`src/sv/baas_pkg.sv`:
```
package baas_pkg;

    // configuration register indexes
    localparam int CFG_IDX_W  = 3;
    localparam int CFG_DATA_W = 13;

    localparam logic [CFG_IDX_W-1:0] REG_IMAGE_WIDTH  = 3'd0;
    localparam logic [CFG_IDX_W-1:0] REG_IMAGE_HEIGHT = 3'd1;
    localparam logic [CFG_IDX_W-1:0] REG_TILE_WIDTH   = 3'd2;
    localparam logic [CFG_IDX_W-1:0] REG_TILE_HEIGHT  = 3'd3;
    localparam logic [CFG_IDX_W-1:0] REG_USE_ALPHA    = 3'd4;

    // register widths
    localparam int IMG_W_W = 11;
    localparam int IMG_H_W = 13;
    localparam int TILE_W  = 5;

    // image height limit and row counter width
    localparam int HEIGHT_LIMIT = 4096;
    localparam int ROW_W        = 12;

    // pixel and sum widths
    localparam int CHAN_W = 8;
    localparam int SUM_W  = 16;
    localparam int MEAN_W = 8;
    localparam int LUMA_W = 18;

    // luma weights, per mille
    localparam int RED_WEIGHT   = 299;
    localparam int GREEN_WEIGHT = 587;
    localparam int BLUE_WEIGHT  = 114;

    // floor(x / 1000) as (x * GRAY_MULT) >> GRAY_SHIFT, exact for x up to 255000
    localparam int GRAY_MULT_W = 19;
    localparam int GRAY_SHIFT  = 28;
    localparam logic [GRAY_MULT_W-1:0] GRAY_MULT = 19'd268436;

    // floor(y / 255) as (y * IDX_MULT) >> IDX_SHIFT, exact for y up to 2295
    localparam int SCALED_W   = 12;
    localparam int IDX_MULT_W = 13;
    localparam int IDX_SHIFT  = 20;
    localparam logic [IDX_MULT_W-1:0] IDX_MULT = 13'd4113;

    localparam int CODE_W      = 7;
    localparam int RAMP_LEVELS = 10;
    localparam int RAMP_IDX_W  = 4;
    localparam logic [RAMP_IDX_W-1:0] RAMP_TOP = 4'd9;
    localparam logic [CODE_W-1:0] CHAR_SPACE = 7'd32;

    // " .:-=+*M%@"
    localparam logic [CODE_W-1:0] RAMP [RAMP_LEVELS] = '{
        7'd32, 7'd46, 7'd58, 7'd45, 7'd61, 7'd43, 7'd42, 7'd77, 7'd37, 7'd64
    };

    typedef struct packed {
        logic [CHAN_W-1:0] red;
        logic [CHAN_W-1:0] green;
        logic [CHAN_W-1:0] blue;
        logic [CHAN_W-1:0] alpha;
    } pixel_t;

    typedef struct packed {
        logic [CODE_W-1:0] char_code;
        logic              end_of_line;
        logic              end_of_image;
    } glyph_t;

    typedef struct packed {
        logic [CFG_IDX_W-1:0]  index;
        logic [CFG_DATA_W-1:0] value;
    } cfg_t;

    typedef struct packed {
        logic [IMG_W_W-1:0] image_width;
        logic [IMG_H_W-1:0] image_height;
        logic [TILE_W-1:0]  tile_width;
        logic [TILE_W-1:0]  tile_height;
        logic               use_alpha;
    } cfg_regs_t;

    localparam cfg_regs_t CFG_RESET = '{
        image_width:  11'd640,
        image_height: 13'd480,
        tile_width:   5'd2,
        tile_height:  5'd2,
        use_alpha:    1'b0
    };

    typedef struct packed {
        logic end_of_line;
        logic end_of_image;
    } tile_flags_t;

    // character for one tile from its mean gray and whether mean alpha is zero
    function automatic logic [CODE_W-1:0] char_of(
        input logic [MEAN_W-1:0] mean_gray,
        input logic              alpha_zero
    );
        logic [SCALED_W-1:0]              scaled;
        logic [SCALED_W+IDX_MULT_W-1:0]   prod;
        logic [RAMP_IDX_W-1:0]            idx;
        scaled = SCALED_W'(mean_gray) * SCALED_W'(RAMP_TOP);
        prod   = (SCALED_W+IDX_MULT_W)'(scaled) * (SCALED_W+IDX_MULT_W)'(IDX_MULT);
        idx    = RAMP_IDX_W'(prod >> IDX_SHIFT);
        if (idx > RAMP_TOP)
        begin
            idx = RAMP_TOP;
        end
        if (alpha_zero)
        begin
            return CHAR_SPACE;
        end
        return RAMP[idx];
    endfunction

endpackage

```
`src/sv/baas_div.sv`:
```
module baas_div import baas_pkg::*; #(
    parameter int MAX_TILE = 16,
    parameter int CNT_W    = $clog2(MAX_TILE * MAX_TILE + 1)
) (
    input  logic              clk,
    input  logic              rst_n,
    input  logic              start,
    input  logic [SUM_W-1:0]  gray_sum,
    input  logic [SUM_W-1:0]  alpha_sum,
    input  logic [CNT_W-1:0]  tile_count,
    input  tile_flags_t       tile_flags,
    input  logic              res_take,
    output logic              res_valid,
    output logic              busy,
    output logic [MEAN_W-1:0] mean_gray,
    output logic [MEAN_W-1:0] mean_alpha,
    output tile_flags_t       res_flags
);

    localparam int STEP_W = $clog2(MEAN_W);
    localparam logic [STEP_W-1:0] STEP_LAST = STEP_W'(MEAN_W - 1);

    localparam logic [1:0] DIV_IDLE = 2'd0;
    localparam logic [1:0] DIV_RUN  = 2'd1;
    localparam logic [1:0] DIV_DONE = 2'd2;

    logic [1:0]        state_reg, state_next;
    logic [STEP_W-1:0] step_reg;

    logic [CNT_W-1:0]  div_reg;
    logic [CNT_W-1:0]  rem_g_reg, rem_a_reg;
    logic [MEAN_W-1:0] quo_g_reg, quo_a_reg;
    tile_flags_t       flags_reg;

    logic [CNT_W:0]    trial_g, trial_a;
    logic              fits_g, fits_a;

    // one quotient bit per cycle for both sums; quotient never exceeds 8 bits,
    // so the upper byte of the sum starts as the partial remainder
    always_comb
    begin
        trial_g = {rem_g_reg, quo_g_reg[MEAN_W-1]};
        trial_a = {rem_a_reg, quo_a_reg[MEAN_W-1]};
        fits_g  = (trial_g >= {1'b0, div_reg});
        fits_a  = (trial_a >= {1'b0, div_reg});
    end

    always_comb
    begin
        state_next = state_reg;
        case (state_reg)
            DIV_IDLE:
            begin
                if (start)
                begin
                    state_next = DIV_RUN;
                end
            end
            DIV_RUN:
            begin
                if (step_reg == STEP_LAST)
                begin
                    state_next = DIV_DONE;
                end
            end
            DIV_DONE:
            begin
                if (res_take)
                begin
                    state_next = DIV_IDLE;
                end
            end
            default:
            begin
                state_next = DIV_IDLE;
            end
        endcase
    end

    always_ff @(posedge clk or negedge rst_n)
    begin
        if (!rst_n)
        begin
            state_reg <= DIV_IDLE;
            step_reg  <= '0;
        end
        else
        begin
            state_reg <= state_next;
            if (state_reg == DIV_RUN)
            begin
                step_reg <= step_reg + STEP_W'(1);
            end
            else
            begin
                step_reg <= '0;
            end
        end
    end

    always_ff @(posedge clk)
    begin
        if ((state_reg == DIV_IDLE) && start)
        begin
            div_reg   <= tile_count;
            rem_g_reg <= CNT_W'(gray_sum >> MEAN_W);
            rem_a_reg <= CNT_W'(alpha_sum >> MEAN_W);
            quo_g_reg <= gray_sum[MEAN_W-1:0];
            quo_a_reg <= alpha_sum[MEAN_W-1:0];
            flags_reg <= tile_flags;
        end
        else if (state_reg == DIV_RUN)
        begin
            rem_g_reg <= fits_g ? CNT_W'(trial_g - {1'b0, div_reg}) : CNT_W'(trial_g);
            rem_a_reg <= fits_a ? CNT_W'(trial_a - {1'b0, div_reg}) : CNT_W'(trial_a);
            quo_g_reg <= {quo_g_reg[MEAN_W-2:0], fits_g};
            quo_a_reg <= {quo_a_reg[MEAN_W-2:0], fits_a};
        end
    end

    assign res_valid  = (state_reg == DIV_DONE);
    assign busy       = (state_reg != DIV_IDLE);
    assign mean_gray  = quo_g_reg;
    assign mean_alpha = quo_a_reg;
    assign res_flags  = flags_reg;

endmodule

```
`config.mk`:
```
export PLATFORM = sky130hd
export DESIGN_NAME = baas_div
export DESIGN_NICKNAME = d
export VERILOG_FILES = /design/src/sv/baas_pkg.sv /design/src/sv/baas_div.sv
export SDC_FILE = /design/constraint.sdc
export NUM_CORES = 1
export LEC_CHECK = 0
export BUFFER_PORTS_ARGS = -buffer_cell sky130_fd_sc_hd__buf_2
export CORE_MARGIN = 8
export CORE_UTILIZATION = 45
export DETAILED_ROUTE_END_ITERATION = 8
export GPL_TIMING_DRIVEN = 1
export PLACE_DENSITY = 0.73
export SYNTH_ARGS = -nofsm -noshare
export SYNTH_HDL_FRONTEND = slang
export SYNTH_SLANG_ARGS = --single-unit
```
`constraint.sdc`:
```
create_clock -name clk -period 6.95 [get_ports clk]
set_input_delay 0 -clock clk [delete_from_list [all_inputs] [get_ports clk]]
set_output_delay 0 -clock clk [all_outputs]
set_load 0.005 [all_outputs]
```
==> metrics, run 1 <==
status finished, final reports clean; CP max FO 12; DP HPWL 5.53 mm; Sequential Power Share 0.344; gr usage total 0.172; initial antenna violation count 0; vias in the first global route 2,746; P per Cell Area 449 mW/mm^2; DRT iter0 DRCs 120; Slew Limit Fails 0; core area 0.00672 mm^2; Initial DRT Pass Iterations 4; Final Hold Viols 0; switch share 0.418; DRT antenna net count 0; Synth cell types 54; final setup vio count 0; CTS Hold Bufs 31; nets 476; Initial Util 0.459; CP Data Arrival Time 3.31 ns; ys flop type edfxtp_1; RD Place Congestion 0.854; post-CTS sizing 0; WL final 8.14 mm; Max Cap Viol 0; crit path time final 3.24 ns; kind of critical path reg -> reg; clk buf depth 2; asr flop ratio synth 0.100; Worst EP required 7.02 ns; port buffer count 66; share of post-route cells with drive strength above 1 0.225; final period utilization 0.466; maximum VDD drop 0.185 mV; largest net degree at the start of global routing 43; full die area 0.00976 mm^2; vias 2,695; most common cell after layout, fill and taps aside buf_2; Clk pin slew, worst setup/hold paths 0.09 ns; ant diodes 0; cts bufs inserted 5; syn nets 377; Layout area overhead 26.3%; clk_lat worst skew 0.31 ns; GRT overflow 0; internal power 1020 uW; Yosys warnings 0; CTS tree done; Die Y 98.8 um; H-tree Lvls 2; IO Pins 67; Clock Tree Root clkbuf_8; sequential share of the synthesized area 0.472; Pleak 0.00173 uW; first-pass GRT wire length 13.5 mm; EDFF count, synth 43; sinks on the clock net 50; number of synthesized register bits 50; P_sw 732 uW; Post-Syn Instances 308; Worst Hold Class in -> reg; Avg Inst Size Synth 10.0 um^2; most frequent cells in the layout buf_2, nand2_1, edfxtp_1; Slew @ Worst Pin 1.05 ns; placed cells 449; Final Non-Filler Cells 488; Clock power frac 0.099; Worst Setup Start Kind flip-flop; DRC errors left 0; Die Wd 98.8 um; RSZ-0062 raised after global routing no; logic gate share of total power 0.556; Post-Syn Area 0.00309 mm^2; wire per inst 16.7 um; Setup TNS 0 ns; via density per instance 5.52; filler cell count 569; Fin Clk Skew 0.00997 ns; Core Rows 30; Fmax 309 MHz; Rel. slew slack 0.300; CP Capture Type flip-flop; Setup Buffers After CTS 0
worst max-delay path, cell delays in order (launching register included):
cell      delay, ns
edfxtp_1       0.40
inv_1          0.10
ha_1           0.17
inv_1          0.07
fa_1           0.42
a211oi_2       0.34
o21ai_2        0.14
a221oi_2       0.90
mux2i_1        0.17
mux2_2         0.29
logic make-up (layout without fill, tap and decap cells):
kind of cell             count (synthesis)  after routing  synth area share
adder cells (fa/ha/maj)                 22             22            0.0941
flip-flops                              50             50             0.472
multiplexers                             6              6            0.0199
AO/OA/AOI/OAI                           70             70             0.165
XOR/XNOR                                 8              8            0.0227
AND/OR/NAND/NOR                        126            126             0.191
buffers and inverters                   26            126            0.0345
synthesized netlist by cell type, types with 6 or more instances:
library cell / count / share of area
a211oi_1: 6 / 0.015
a21oi_1: 13 / 0.021
edfxtp_1: 43 / 0.42
ha_1: 20 / 0.081
inv_1: 17 / 0.021
nand2_1: 58 / 0.071
nand4_1: 8 / 0.016
nor2_1: 28 / 0.034
nor2b_1: 6 / 0.012
o21ai_0: 11 / 0.018
xor2_1: 6 / 0.017
power groups by stage:
stage	clock [uW]	combinational, uW	sequential, uW
after floorplan	0	715	593
after global placement	0	923	600
after detailed placement	0	949	604
after CTS	178	971	602
after global routing	189	1100	619
final	174	973	602
path summary, 6_finish.rpt:
kind	start	endpoint	slack [ns]	cells after the start
min	res_take	state_reg[1]	0.006	3
min in group asynchronous	rst_n	state_reg[1]	0.02	2
max in group asynchronous	rst_n	step_reg[1]	6.80	2
min reg2reg	step_reg[0]	step_reg[0]	0.45	1
max reg2reg	mean_gray[7]	rem_g_reg[0]	3.71	9
max	mean_gray[7]	rem_g_reg[0]	3.71	9
metrics by stage:
step                      cell area [um^2]  setup slack [ns]  utilization  power, uW  hold slack, ns
after detailed placement              3500              3.66        0.521       1550          -0.181
after global placement                3500              3.81        0.521       1520          -0.181
after global routing                  3900              3.42        0.580       1900         0.00206
after floorplan                       3090              4.40            -       1310          -0.296
after CTS                             3900              3.65        0.580       1750         0.00162
final                                 3900              3.71        0.580       1750         0.00649
metal layers:
metal | track usage | up-vias | share of wire
met5 | 0 | - | 0
met4 | 0.0685 | 0 | 0.027
met3 | 0.0599 | 17 | 0.081
met2 | 0.288 | 100 | 0.47
met1 | 0.195 | 1242 | 0.42
li1 | - | 1336 | -
area by class of cell:
cell class,instances,area [um^2],area share
flip-flops and latches,50,1460,0.374
multi-input cells,232,1520,0.391
clock buffers,6,72.6,0.0186
clock inverters,2,13.8,0.00353
repair buffers,100,663,0.170
inverters,18,67.6,0.0173
well taps,80,100,0.0257
Power figures use the tool's default switching activity.
==> inputs of run 2 (changes only) <==
Settings changed: ABC_AREA from default to 1.
Clock period 6.95 ns to 3.3 ns, I/O delays scaled along.
==> run 2 against run 1 <==
Compared with the run above:
- cell area up 8.3%
- synthesized area up 5.9%
- die area up 4.9%
- clock power up 140%
- routed wire length up 7.5%
- critical path depth up 3
- global-route usage up 1.0 points
- synthesized cell count up 33%
- largest power group unchanged
==> metrics, run 2 <==
status finished, final reports clean; Clock Tree Root clkbuf_8; Post-Syn Instances 410 (+33%); final period utilization 0.656 (+0.190); Clock power frac 0.105 (+0.006); gr usage total 0.182 (+0.0101); Post-Synth Simple-Gate Area 0.359 (+0.168); Pleak 0.00218 uW (+26%); wire per inst 14.1 um (-15%); Final Non-Filler Cells 619 (+27%); clk_lat worst skew 0.30 ns (about the same); DRT iter0 DRCs 155 (+29%); RD Place Congestion 0.912 (+6.7%); Initial Util 0.458 (-0.00129); ant diodes 0 (unchanged); switch share 0.448 (+0.0296); ys flop type edfxtp_1; P per Cell Area 951 mW/mm^2 (+110%); clk buf depth 2 (unchanged); RSZ-0062 raised after global routing no; Sequential Power Share 0.322 (-0.022); GRT overflow 0 (unchanged); Clk pin slew, worst setup/hold paths 0.10 ns (about the same); dominant cell type by area after synthesis edfxtp_1; Post-Syn Area 0.00327 mm^2 (+5.9%); CP Capture Type flip-flop; Final Hold Slack 0.000161 ns (-0.00633 ns); post-CTS sizing 0 (unchanged); cts bufs inserted 5 (unchanged); top cells by count, synth nand2_1, inv_1, edfxtp_1; DRC errors left 0 (unchanged); maximum VDD drop 0.386 mV (+110%); Final Hold Viols 0 (unchanged); post-synthesis xor/xnor area fraction 0.0161 (-0.00663); Synth cell types 25 (-54%); port buffer count 66 (unchanged); Die Y 101 um (+2.4%); Initial DRT Pass Iterations 5 (+1); internal power 2210 uW (+120%); Die Wd 101 um (+2.4%); Rel. slew slack 0.554 (+0.254); sinks on the clock net 50 (unchanged); CTS tree done; most frequent cells in the layout nand2_1, buf_2, inv_1; Worst EP required 3.37 ns (-3.65 ns); logic gate share of total power 0.573 (+0.017); DRT antenna net count 0 (unchanged); Fin Clk Skew 0.00882 ns (-0.00115 ns); Slew Limit Fails 0 (unchanged); kind of critical path reg -> reg; post-synthesis compound-gate area fraction 0.00995 (-0.155); adder-cell share of the synthesized area 0.0888 (-0.00526); count leader, synth nand2_1; H-tree Lvls 2 (unchanged); Fmax 462 MHz (+50%); Worst Hold Class in -> reg; Avg Inst Size Synth 7.97 um^2 (-20%); first-pass GRT wire length 14.8 mm (+10%); syn nets 479 (+27%); CTS Hold Bufs 41 (+32%); Setup Buffers After CTS 0 (unchanged); CP max FO 10 (-2); initial antenna violation count 0 (unchanged); vias 2,998 (+11%); Slew @ Worst Pin 0.668 ns (-0.383 ns); largest family of logic cells by synthesized area simple AND/OR/NAND/NOR gates; Layout area overhead 29.1%; Max Cap Viol 0 (unchanged); DP HPWL 6.25 mm (+13%); IO Pins 67 (unchanged); Yosys warnings 0 (unchanged); top cells by area, synth edfxtp_1, nand2_1, ha_1; Setup TNS 0 ns (unchanged); full die area 0.0102 mm^2 (+4.9%); most common cell after layout, fill and taps aside nand2_1; sequential share of the synthesized area 0.446 (-0.0264); Worst Setup Start Kind flip-flop; asr flop ratio synth 0.100 (unchanged); CP Data Arrival Time 2.24 ns (-1.07 ns); placed cells 570 (+27%); mux contribution to synthesized area 0 (-0.0199); via density per instance 4.84 (-12%); WL final 8.75 mm (+7.5%); share of post-route cells with drive strength above 1 0.171 (-0.0543); EDFF count, synth 43 (unchanged); nets 588 (+24%); final setup vio count 0 (unchanged); largest net degree at the start of global routing 43 (unchanged); vias in the first global route 2,990 (+8.9%); Core Rows 31 (+3.3%); top cell type's share of synthesized area 0.395 (-0.0234); number of synthesized register bits 50 (unchanged); crit path time final 2.17 ns (-1.07 ns); core area 0.00714 mm^2 (+6.2%); P_sw 1800 uW (+150%)
[run 2: changes by cell type after synthesis, moves of 9 or more]
| cell | delta |
|---|---|
| nand2_1 | +120 |
| nor2_1 | -15 |
| a21oi_1 | -9 |
| o21ai_0 | -10 |
| nand3b_1 | +13 |
| nand3_1 | +35 |
| inv_1 | +40 |
[run 2: area by class of cell]
| cell class | count | area [um^2] |
|---|---|---|
| multi-input combinational | 295 | 1550 |
| sequential | 50 | 1460 |
| inverter | 57 | 214 |
| fill | 651 | 2920 |
| clock inverter | 2 | 17.5 |
| timing repair buffer | 110 | 763 |
| clock buffer | 6 | 93.8 |
| tap | 99 | 124 |
[run 2: cell families (layout without fill, tap and decap cells)]
family | count (synthesis) | in the layout
buffers and inverters | 65 | 175
flip-flops | 50 | 50
adder cells (fa/ha/maj) | 22 | 22
AND/OR/NAND/NOR | 261 | 261
XOR/XNOR | 6 | 6
AO/OA/AOI/OAI | 6 | 6
[run 2: metal layers]
| layer | part of all wire | wire length, um | GRT usage | vias up |
|---|---|---|---|---|
| li1 | - | - | - | 1520 |
| met2 | 0.46 | 4000 | 0.295 | 140 |
| met3 | 0.094 | 820 | 0.0570 | 2 |
| met5 | 0 | 0 | 0 | - |
| met1 | 0.45 | 3900 | 0.238 | 1336 |
| met4 | 0.0030 | 26 | 0.0241 | 0 |
[run 2: final timing paths]
check / from / end / slack (ns) / cells past startpoint
setup / recovery: mean_alpha[7] / rem_a_reg[7] / 1.13 / 12
hold / removal: alpha_sum[12] / rem_a_reg[4] / 0.0002 / 3
setup reg to reg: mean_alpha[7] / rem_a_reg[7] / 1.13 / 12
hold reg to reg: step_reg[0] / step_reg[0] / 0.43 / 1
max in group asynchronous: rst_n / step_reg[2] / 3.14 / 2
min in group asynchronous: rst_n / state_reg[0] / 0.02 / 2
[run 2: stage by stage]
step	utilization	total power, uW	worst slack [ns]	instance area, um^2
global placement	0.518	3480	1.27	3700
global route	0.591	4410	1.00	4220
finish	0.591	4010	1.13	4220
detailed placement	0.518	3540	1.17	3700
floorplan	-	2950	1.33	3270
CTS	0.591	4010	1.17	4220
[run 2: power by group through the flow]
stage	Combinational (uW)	Sequential (uW)	Clock [uW]
after floorplan	1690	1260	0
after global placement	2180	1300	0
after detailed placement	2240	1290	0
after CTS	2290	1290	435
after global routing	2630	1320	458
final	2300	1290	423
[run 2: worst max-delay path, stage by stage, from the launching register on]
cell,delay [ns]
edfxtp_1,0.42
inv_1,0.10
ha_1,0.15
inv_1,0.07
fa_1,0.43
nand2_1,0.11
nand3_1,0.14
nand2_4,0.19
nand2_8,0.09
nand2_1,0.10
nand2_1,0.05
nand2_1,0.05
nand2_1,0.04
==> inputs of run 3 (changes only) <==
Settings changed: ABC_AREA 1 to 0.
Clock period 3.3 ns to 2.1 ns, I/O delays scaled along.
==> run 3 against run 2 <==
Compared with the run above:
- the run now ends with setup timing left
- largest power group unchanged
- first-iteration DRC count down 35%
- critical path type unchanged
- sequential power up 56%
- highest routed layer unchanged
- sequential share of layout area decreased by 2.9 points
- clock skew down 0.00063 ns
==> metrics, run 3 (synthesis gave the netlist of run 1 again) <==
core area 0.00672 mm^2 (-5.9%); DRT antenna net count 0 (unchanged); wire per inst 16.2 um (+15%); Layout area overhead 49.5%; Rel. slew slack 0.715 (+0.161); CTS tree done; Worst R2R Setup Slack -0.38 ns (-1.52 ns); Clk pin slew, worst setup/hold paths 0.10 ns (about the same); share of post-route cells with drive strength above 1 0.372 (+0.201); vias 2,931 (-2.2%); HP Start gray_sum[12]; status finished with violations; R2R Path Start mean_gray[7]; most common cell after layout, fill and taps aside buf_2; clk_lat worst skew 0.31 ns (about the same); DP HPWL 6.13 mm (-1.9%); Die Wd 98.8 um (-2.4%); GRT overflow 0 (unchanged); Die Y 98.8 um (-2.4%); Final Hold Viols 0 (unchanged); Hold Path Sink rem_g_reg[4]; Reg2Reg Depth 10 (-2); IO Pins 67 (unchanged); WL final 8.92 mm (+2.0%); final period utilization 1.18 (+0.527); internal power 4550 uW (+110%); maximum VDD drop 0.734 mV (+90%); sinks on the clock net 50 (unchanged); first-pass GRT wire length 14.4 mm (-3.1%); reg2reg end rem_g_reg[0]; largest net degree at the start of global routing 34 (-21%); Max Cap Viol 0 (unchanged); Final Non-Filler Cells 550 (-11%); P per Cell Area 1610 mW/mm^2 (+70%); RD Place Congestion 0.868 (-4.8%); Clock Tree Root clkbuf_8; H-tree Lvls 2 (unchanged); failing checks setup timing; full die area 0.00976 mm^2 (-4.7%); switch share 0.388 (-0.0602); Final Hold Slack 0.00409 ns (+0.00393 ns); CP Data Arrival Time 2.56 ns (+0.32 ns); Initial DRT Pass Iterations 4 (-1); Pleak 0.00208 uW (-4.6%); Initial Util 0.459 (+0.00129); Clock power frac 0.109 (+0.004); logic gate share of total power 0.620 (+0.047); worst slack at placement -0.403 ns (-1.57 ns); initial antenna violation count 0 (unchanged); Worst EP required 2.17 ns (-1.20 ns); placed cells 495 (-13%); port buffer count 66 (unchanged); ant diodes 0 (unchanged); CP Capture Type flip-flop; P_sw 2880 uW (+60%); Setup TNS -4.87 ns (-4.87 ns); vias in the first global route 3,035 (+1.5%); Core Rows 30 (-3.2%); Slew Limit Fails 0 (unchanged); final setup vio count 19 (+19); nets 538 (-8.5%); Slew @ Worst Pin 0.424 ns (-0.244 ns); Fin Clk Skew 0.00819 ns (-0.000629 ns); Hold Path Depth 3 (unchanged); cts bufs inserted 5 (unchanged); kind of critical path reg -> reg; gr usage total 0.180 (-0.00149); crit path time final 2.48 ns (+0.319 ns); Sequential Power Share 0.271 (-0.051); DRC errors left 0 (unchanged); DRT iter0 DRCs 100 (-35%); Fmax 403 MHz (-13%); RSZ-0062 raised after global routing yes; via density per instance 5.33 (+10%); CP max FO 8 (-2); Worst Setup Start Kind flip-flop; Worst Hold Class in -> reg; clk buf depth 2 (unchanged); final core occ 0.687 (+0.0954); most frequent cells in the layout buf_2, nand2_1, buf_4; setup ws final -0.384 ns (-1.52 ns)
[run 3: changes by cell type in the layout (fill, tap and decap cells not counted), sizes merged, moves of 7 or more]
cell and change:
nand2 -128, buf +59, inv -42, nand3 -33, nand3b -13, nor2 +13
o21ai +13, a21oi +9, dlygate4sd3 -8, a211oi +7
[run 3: power groups by stage]
stage	logic (uW)	registers (uW)	clock network, uW
floorplan	2470	1960	0
global placement	3760	2000	0
detailed placement	3890	2010	0
CTS	4230	2000	823
global route	5080	2050	856
finish	4610	2010	811
[run 3: worst max path at each step]
stage / startpoint / to / cells after the start
5_1_grt: mean_gray[7] / rem_g_reg[0] / 10
6_report: mean_gray[7] / rem_g_reg[0] / 10
3_5_place_dp: mean_gray[7] / rem_g_reg[0] / 10
4_1_cts: mean_gray[7] / rem_g_reg[0] / 10
2_1_floorplan: mean_gray[7] / rem_g_reg[3] / 10
3_3_place_gp: mean_gray[7] / rem_g_reg[0] / 10
[run 3: layout make-up]
class	instances	area, um^2
Sequential cell	50	1460
Multi-Input combinational cell	233	1680
Inverter	18	70.1
Tap cell	80	100
Clock inverter	3	63.8
Clock buffer	5	68.8
Fill cell	495	2110
Timing Repair Buffer	161	1170
[run 3: metrics by stage]
step	total power, uW	cell area (um^2)
6_report	7440	4610
5_1_grt	7990	4610
4_1_cts	7050	4500
3_5_place_dp	5900	3910
3_3_place_gp	5760	3910
2_1_floorplan	4430	3120
[run 3: routing by layer]
metal | vias to the layer above | routed length (um) | GRT usage
li1 | 1456 | - | -
met1 | 1384 | 3800 | 0.208
met2 | 87 | 4480 | 0.318
met3 | 4 | 606 | 0.0521
met4 | 0 | 38 | 0.0460
met5 | - | 0 | 0
[run 3: worst max-delay path: stages, from the launching register on]
cell and delay (ns):
edfxtp_1 0.41, inv_2 0.09, ha_4 0.14, inv_4 0.03, fa_2 0.38, a211oi_4 0.28, o21ai_2 0.11, a221oi_2 0.28
buf_6 0.19, mux2i_1 0.08, mux2_4 0.25
[run 3: what timing repair did]
| item | in CTS | in global routing |
|---|---|---|
| hold buffers | 33 | 0 |
| setup buffers | 10 | 4 |
| cloned | 0 | 1 |
| resized for setup | 13 | 19 |
| hold endpoints to repair | 37 | 0 |
| pin swaps | 13 | 14 |
| endpoints found under the setup margin | 19 | 20 |
